--- src/sv/indexed_list_buffer_macros.svh ---
// assertion macros for the indexed list buffer
// used by modules that sample on i_clk and hold off checks while i_rst_n is low
`ifndef INDEXED_LIST_BUFFER_MACROS_SVH
`define INDEXED_LIST_BUFFER_MACROS_SVH

// same-cycle implication
`define ILB_ASSERT_NOW(label, ante, cons, msg) \
    label: assert property (@(posedge i_clk) disable iff (!i_rst_n) (ante) |-> (cons)) \
        else $error(msg);

// next-cycle implication
`define ILB_ASSERT_NEXT(label, ante, cons, msg) \
    label: assert property (@(posedge i_clk) disable iff (!i_rst_n) (ante) |=> (cons)) \
        else $error(msg);

`endif

--- src/sv/ilb_pkg.sv ---
// types and codes shared by the indexed list buffer modules
// no dependencies
`timescale 1ns / 1ps

package ilb_pkg;

    // widest index and data word that the parameter ranges allow
    localparam int IDX_MAX_W  = 10;
    localparam int WORD_MAX_W = 64;
    localparam int CMP_W      = IDX_MAX_W + 1;

    localparam int OP_W     = 3;
    localparam int POS_W    = 7;
    localparam int VALUE_W  = 32;
    localparam int STATUS_W = 2;
    localparam int COUNT_W  = 7;

    localparam logic [STATUS_W-1:0] ST_OK    = 2'd0;
    localparam logic [STATUS_W-1:0] ST_RANGE = 2'd1;
    localparam logic [STATUS_W-1:0] ST_FULL  = 2'd2;

    typedef enum logic [OP_W-1:0] {
        OP_PUSH   = 3'd0,
        OP_POP    = 3'd1,
        OP_GET    = 3'd2,
        OP_SET    = 3'd3,
        OP_INSERT = 3'd4,
        OP_REMOVE = 3'd5
    } t_op;

    typedef enum logic [1:0] {
        CO_HOLD,
        CO_WRITE,
        CO_INSERT,
        CO_REMOVE
    } t_cell_op;

    typedef enum logic [1:0] {
        S_IDLE,
        S_READ,
        S_DONE
    } t_state;

    // broadcast to every cell of the chain
    typedef struct packed {
        t_cell_op               op;
        logic [IDX_MAX_W-1:0]   idx;
        logic [WORD_MAX_W-1:0]  wdata;
        logic [IDX_MAX_W-1:0]   rsel;
    } t_cell_ctl;

endpackage

--- src/sv/ilb_cell.sv ---
// one storage cell of the list chain: holds an entry, shifts with its neighbors,
// and forwards the read path one cell per cycle; depends on ilb_pkg
`timescale 1ns / 1ps

module ilb_cell import ilb_pkg::*; #(
    parameter int IDX       = 0,
    parameter int WORD_BITS = 32
) (
    input  logic                 i_clk,
    input  t_cell_ctl            i_ctl,
    input  logic [WORD_BITS-1:0] i_lower,
    input  logic [WORD_BITS-1:0] i_upper,
    input  logic [WORD_BITS-1:0] i_rd,
    output logic [WORD_BITS-1:0] o_data,
    output logic [WORD_BITS-1:0] o_rd
);

    localparam logic [IDX_MAX_W-1:0] MY_IDX = IDX_MAX_W'(IDX);

    logic [WORD_BITS-1:0] r_data;
    logic [WORD_BITS-1:0] n_data;
    logic [WORD_BITS-1:0] r_rd;
    logic [WORD_BITS-1:0] n_rd;

    always_comb begin
        n_data = r_data;
        case (i_ctl.op)
            CO_WRITE: begin
                if (i_ctl.idx == MY_IDX) n_data = i_ctl.wdata[WORD_BITS-1:0];
            end
            CO_INSERT: begin
                if (MY_IDX > i_ctl.idx) n_data = i_lower;
                else if (MY_IDX == i_ctl.idx) n_data = i_ctl.wdata[WORD_BITS-1:0];
            end
            CO_REMOVE: begin
                if (MY_IDX >= i_ctl.idx) n_data = i_upper;
            end
            default: n_data = r_data;
        endcase
        // selected cell injects its word, the rest pass the upper neighbor's beat down
        n_rd = (i_ctl.rsel == MY_IDX) ? r_data : i_rd;
    end

    always_ff @(posedge i_clk) begin
        r_data <= n_data;
        r_rd   <= n_rd;
    end

    assign o_data = r_data;
    assign o_rd   = r_rd;

endmodule

--- config.mk ---
export PLATFORM = sky130hd
export DESIGN_NAME = ilb_cell
export DESIGN_NICKNAME = d
export VERILOG_FILES = /design/src/sv/indexed_list_buffer_macros.svh /design/src/sv/ilb_pkg.sv /design/src/sv/ilb_cell.sv
export SDC_FILE = /design/constraint.sdc
export NUM_CORES = 1
export LEC_CHECK = 0
export ABC_CLOCK_PERIOD_IN_PS = 2700
export BUFFER_PORTS_ARGS = -buffer_cell sky130_fd_sc_hd__buf_2
export CAP_MARGIN = 30
export CORE_MARGIN = 10
export CORE_UTILIZATION = 30
export DETAILED_ROUTE_END_ITERATION = 16
export PLACE_DENSITY_LB_ADDON = 0.05
export SYNTH_ARGS = -nofsm -noshare
export SYNTH_HDL_FRONTEND = slang
export SYNTH_SLANG_ARGS = --single-unit
--- constraint.sdc ---
create_clock -name i_clk -period 2.7 [get_ports i_clk]
set_input_delay 0.135 -clock i_clk [delete_from_list [all_inputs] [get_ports i_clk]]
set_output_delay 0.135 -clock i_clk [all_outputs]
set_load 0.01 [all_outputs]
==> metrics, run 1 <==
status completed; final total power 2.28 mW; Via density 5.22; Hold Vio Cnt, Final 0; CTS tree built; Die X 125 um; Crit Path Max Fanout 24; share of cells above drive strength 1 0.544; number of clock sinks 64; Post-Synthesis Net Count 461; synthesized flop and latch total 64; IO Port Bufs 182; DR vias 3188; die area roughly 0.016 sq mm; pre-CTS WS 0.709 ns; Skew-Pair Late Insertion Delay 0.34 ns; Core Region around 0.011 sq mm; starting density of the core 0.306; Max VDD drop 0.177 mV; most frequent cells in the layout 182 x buf_2, 35 x o211ai_1; largest net degree at the start of global routing 64; YS warnings 0; WL met3 1110 um; all-layer global routing usage 0.149; num ports 247; Post-DRT Antenna Nets 0; Mapped Cells about 280; overflow left after global routing 0; # diodes 0; largest cells by area after synthesis edfxtp_1 29%, dfxtp_1 19%, o211ai_2 11%; minimum clock period 1.64 ns; Bufs on Longest Clock Path 2; Max Cap Viol 0; Slew Limit Headroom 0.620; Yosys cell types 22; most common cell after layout, fill and taps aside buf_2; Met1 Wirelength 5080 um; placed insts 571; Fillers 1084; worst hold slack 0.0238 ns; R2R setup slack roughly 1.6 ns; critical path type in -> reg; first-pass iteration count of the detailed router 4; Crit path largest cell delay 0.55 ns; pwr dens 481 mW/mm^2; area grow syn2layout 42.8%; vias in the first global route 3437; Worst Path Required 2.70 ns; syn avg cell area 12.0 sq um; Final Cycle Share 0.606; Rows 38; drt initial violations 86; Hold Path Class in -> reg; initial antenna violation count 0; worst-margin pin slew between 0.5 and 0.6 ns; Non-Filler Cell Area, Final 0.00474 sq mm; # nets final 651; met2 WL post-DR 6030 um; CTS clk-pin slew, worst paths 0.07 ns; placed cell area 0.00434 sq mm; total CTS buffers 9; slowest CP cell or4_4; Setup Viol. Count Final 0; Util after Layout 0.437; WL per Instance 20.1 um; non-filler instance count after layout 611; endpoint class of the critical path register; H-tree levels 3; Seq/Total Area, Yosys 0.483; DP HPWL a little over 8000 um; GPL Wtd Cong approximately 0.68; CP Launch Type primary input; Static Leak 1.90 nW; Residual DRC 0; first-pass GRT wire length 18800 um; CP cell instances buf_2, or4_4, or2_2, o22ai_4, buf_4; clock root buffer master clkbuf_8; total length of routed wires 12300 um; top-area cell type share of the netlist area 0.290; top sig layer met4; Netlist Area Pre-Place roughly 0.0033 sq mm; die height 125 um; PnR worst setup slack 1.06 ns; max frequency between 600 and 700 MHz; Worst Path Arrival 1.64 ns; area leader, netlist edfxtp_1; Final Max Tran Viols 0; RSZ-0062 raised after global routing false; Resize count post-CTS 0; final setup TNS 0 ns; Layout Skew between 0.01 and 0.015 ns
path summary, 6_finish.rpt:
path,from,end,cells after the start
max,i_ctl[80],o_data[23],5
min,i_rd[26],o_rd[26],2
max reg2reg,o_data[11],o_data[11],2
min reg2reg,o_data[15],o_rd[15],1
per-layer routing:
layer / global-route usage / up-vias
met5: 0 / -
met4: 0.0481 / 0
met3: 0.0651 / 6
met2: 0.251 / 116
met1: 0.166 / 1552
li1: - / 1514
synth_stat cells:
library cell,n
buf_6,5
inv_1,1
nand2b_1,1
or4_4,1
or2_1,2
dfxtp_1,32
nand2_1,1
nor2_1,1
o22ai_2,1
nand3_1,33
buf_1,3
ha_1,2
o211ai_1,35
nor4_1,3
a32oi_1,32
o211ai_2,29
mux2_1,17
buf_2,1
mux2_2,15
or4_1,1
edfxtp_1,32
clkbuf_1,28
worst max-delay path: cells and delay by family:
kind	cells	cell delay, ns
and+or+nand+nor	2	0.88
buffers and inverters	2	0.46
AOI/OAI and AO/OA	1	0.14
kinds of logic (layout without fill, tap and decap cells):
| family | after synthesis | after routing | share of synthesized area |
|---|---|---|---|
| fa+ha+maj | 2 | 2 | 0.00755 |
| mux | 32 | 32 | 0.109 |
| compound gates | 97 | 97 | 0.277 |
| simple gates | 43 | 43 | 0.0691 |
| flops | 64 | 64 | 0.483 |
| buf+inv | 38 | 233 | 0.0547 |
what timing repair did:
item | 4_1_cts | 5_1_grt
hold endpoints to repair | 24 | 0
hold buffers | 24 | 0
buffers inserted | 0 | 0
power by group:
group	total, mW	switching [mW]	internal (mW)	leakage (nW)
clock	0.697	0.372	0.324	0.0843
sequential	1.14	0.0393	1.10	0.543
combinational	0.445	0.222	0.224	1.27
sequential cells by signal, summed over array words and instances (netlist names):
name	flops
o_data	32
o_rd	32
layout make-up:
| class | count | area [sq um] | share of cell area |
|---|---|---|---|
| clock buffers | 11 | 131 | 0.0277 |
| clock inverters | 5 | 23.8 | 0.00502 |
| inverters | 1 | 3.75 | 0.000793 |
| multi-input cells | 174 | 1560 | 0.330 |
| flip-flops and latches | 64 | 1600 | 0.338 |
| well taps | 140 | 175 | 0.0370 |
| repair buffers | 216 | 1240 | 0.262 |
(Power assumes the default switching activity.)
==> run 2, diff against run 1 <==
ABC_AREA = 1   (was not set)
ABC_CLOCK_PERIOD_IN_PS = 1340   (was 2700)
clock period = 1.34 ns   (was 2.7 ns; I/O delays follow)
==> run 2 against run 1 <==
Effect of this change: count of clock-buffer cells in the layout up 4; worst setup slack worse by 0.77 ns; synthesized cell count rose by 47%; register-to-register slack lost 1.3 ns.
==> metrics, run 2 <==
CP top delay family flip-flops; Yosys cell types 20; CP Launch Type register; met2 GRT Util 0.252; minimum clock period roughly 1.1 ns; starting density of the core 0.311; GR Layer Usage met3 0.0583; clock root buffer master clkbuf_16; Final Cycle Share 0.784; Final Max Tran Viols 0; R2R setup slack 0.30 ns; Mapped Cells 406; die height 127 um; Hold Path Class in -> reg; Resize count post-CTS 0; first-pass GRT wire length 20100 um; Post-synth EDFFs 32; initial antenna violation count 1; number of clock sinks 64; # diodes 0; sequential share of power 0.409; Sw Ratio 0.247; worst r2r src o_data[13]; hold-critical path depth 3; # nets final 821; WL per Instance 16.3 um; RSZ-0062 raised after global routing false; Skew-Pair Late Insertion Delay 0.33 ns; overflow left after global routing 0; largest cells by area after synthesis edfxtp_1 28%, dfxtp_1 19%, nand2_1 14%; Via density 4.49; most frequent cells in the layout 182 x buf_2, 130 x nand2_1, 65 x nand3_1; total length of routed wires between 10000 and 15000 um; Static Leak 2.58 nW; most common cell after layout, fill and taps aside buf_2; largest net degree at the start of global routing 33; slowest CP cell edfxtp_1; share of flip-flops with an asynchronous set or reset 0; Core Region 0.0110 sq mm; worst-margin pin slew approximately 0.36 ns; Crit Path Max Fanout 3; drt initial violations 131; top_reg_cell synth edfxtp_1; synthesized flop and latch total 64; Clock Power Share 0.419; Hold Vio Cnt, Final 0; Crit path largest cell delay 0.47 ns; CTS clk-pin slew, worst paths 0.06 ns; pwr dens 1080 mW/mm^2; Die X between 100 and 150 um; placed cell area 0.00451 sq mm; Post-DRT Antenna Nets 0; Slew Limit Headroom 0.760; Seq/Total Area, Yosys 0.469; global routing usage on met1 0.191; hold_sp i_upper[19]; max frequency about 950 MHz; endpoint class of the critical path output port; total CTS buffers 9; P_int 4.30 mW; Post-CTS Setup Bufs 0; Worst Path Required 1.27 ns; Non-Filler Cell Area, Final 0.00529 sq mm; Netlist Area Pre-Place 0.00341 sq mm; Layout Skew slightly below 0.007 ns; die area 0.0160 sq mm; Fillers 1139; CTS tree built; CP Depth 1; syn avg cell area around 8.4 sq um; Max VDD drop between 0.7 and 0.8 mV; Residual DRC 0; first-pass iteration count of the detailed router 4; GR peak layer met2; top-count cell post-synth nand2_1; DP HPWL 9180 um; area grow syn2layout 54.9%; WP buf/inv 1; CP cell instances buf_2; vias in the first global route roughly 3700; Post-synth top cells 130 x nand2_1, 65 x nand3_1, 34 x inv_1, 33 x o21ai_0; Setup Viol. Count Final 0; status completed; IO Port Bufs between 150 and 200; Util after Layout 0.481; Comb pwr share 0.171; DR vias 3505; critical path type reg -> out; Max Cap Viol 0; all-layer global routing usage 0.156; Bufs on Longest Clock Path 2; R2R Path End o_data[13]; YS warnings 0; GPL Wtd Cong 0.737; final setup TNS 0 ns; num ports 247; Worst Path Arrival 0.98 ns; share of cells above drive strength 1 0.401; Post-Synthesis Net Count 591; area leader, netlist edfxtp_1; Hold Path End o_data[19]; Rows 38; top-area cell type share of the netlist area 0.282; H-tree levels 3; R2R depth 3; Psw between 1 and 1.5 mW
## run 2: cell count changes after synthesis, moves of 15 or more
cell / before / now
nand2_1: 1 / 130
o211ai_1: 35 / 0
inv_1: 1 / 34
o21ai_0: 0 / 33
a32oi_1: 32 / 0
nand3_1: 33 / 65
o21bai_2: 0 / 30
o211ai_2: 29 / 0
clkbuf_1: 28 / 9
mux2_1: 17 / 0
mux2_2: 15 / 0
## run 2: repair_timing
item                                    in CTS  in global routing
hold endpoints to repair                    47                  0
endpoints found under the setup margin       0                  0
hold buffers                                47                  0
## run 2: power by group through the flow
stage	logic [mW]	clock network, mW	registers (mW)
floorplan	0.370	0	2.43
global placement	0.873	0	2.37
detailed placement	0.887	0	2.38
CTS	0.996	2.47	2.34
global route	1.10	2.54	2.36
finish	0.978	2.39	2.33
## run 2: cell families after synthesis
logic type | share of synthesized area
AOI/OAI and AO/OA | 0.152
adders and majority gates | 0.00733
buffers and inverters | 0.102
DFF | 0.469
and+or+nand+nor | 0.270
## run 2: per-stage QoR
step                std cells  hold WS [ns]  total power, mW  worst slack [ns]
floorplan                 406         0.200             2.80         0.0000180
global placement          718         0.283             3.25            0.0625
detailed placement        718         0.287             3.26            0.0501
CTS                       781       0.00138             5.81             0.277
global route              781       0.00918             6.00             0.235
finish                    781        0.0147             5.70             0.290
## run 2: final cells by class
cell class / count / area, sq um / share of cell area
clock buffer: 15 / 300 / 0.0568
clock inverter: 1 / 5.00 / 0.000947
inverter: 36 / 135 / 0.0256
multi-input combinational: 278 / 1490 / 0.282
sequential: 64 / 1600 / 0.303
tap: 140 / 175 / 0.0331
timing repair buffer: 247 / 1580 / 0.299
## run 2: metal layers
metal	part of all wire	wire length, um
met1	0.44	5650
met2	0.46	5860
met3	0.082	1040
met4	0.011	146
met5	0.00055	7
## run 2: worst max-delay path by stage
stage               start          to  slack, ns
2_1_floorplan   i_ctl[79]   o_data[0]    0.00002
3_3_place_gp    i_ctl[79]  o_data[19]       0.06
3_5_place_dp    i_ctl[80]  o_data[15]       0.05
4_1_cts        o_data[13]  o_data[13]       0.28
5_1_grt        o_data[13]  o_data[13]       0.23
6_report       o_data[13]  o_data[13]       0.29
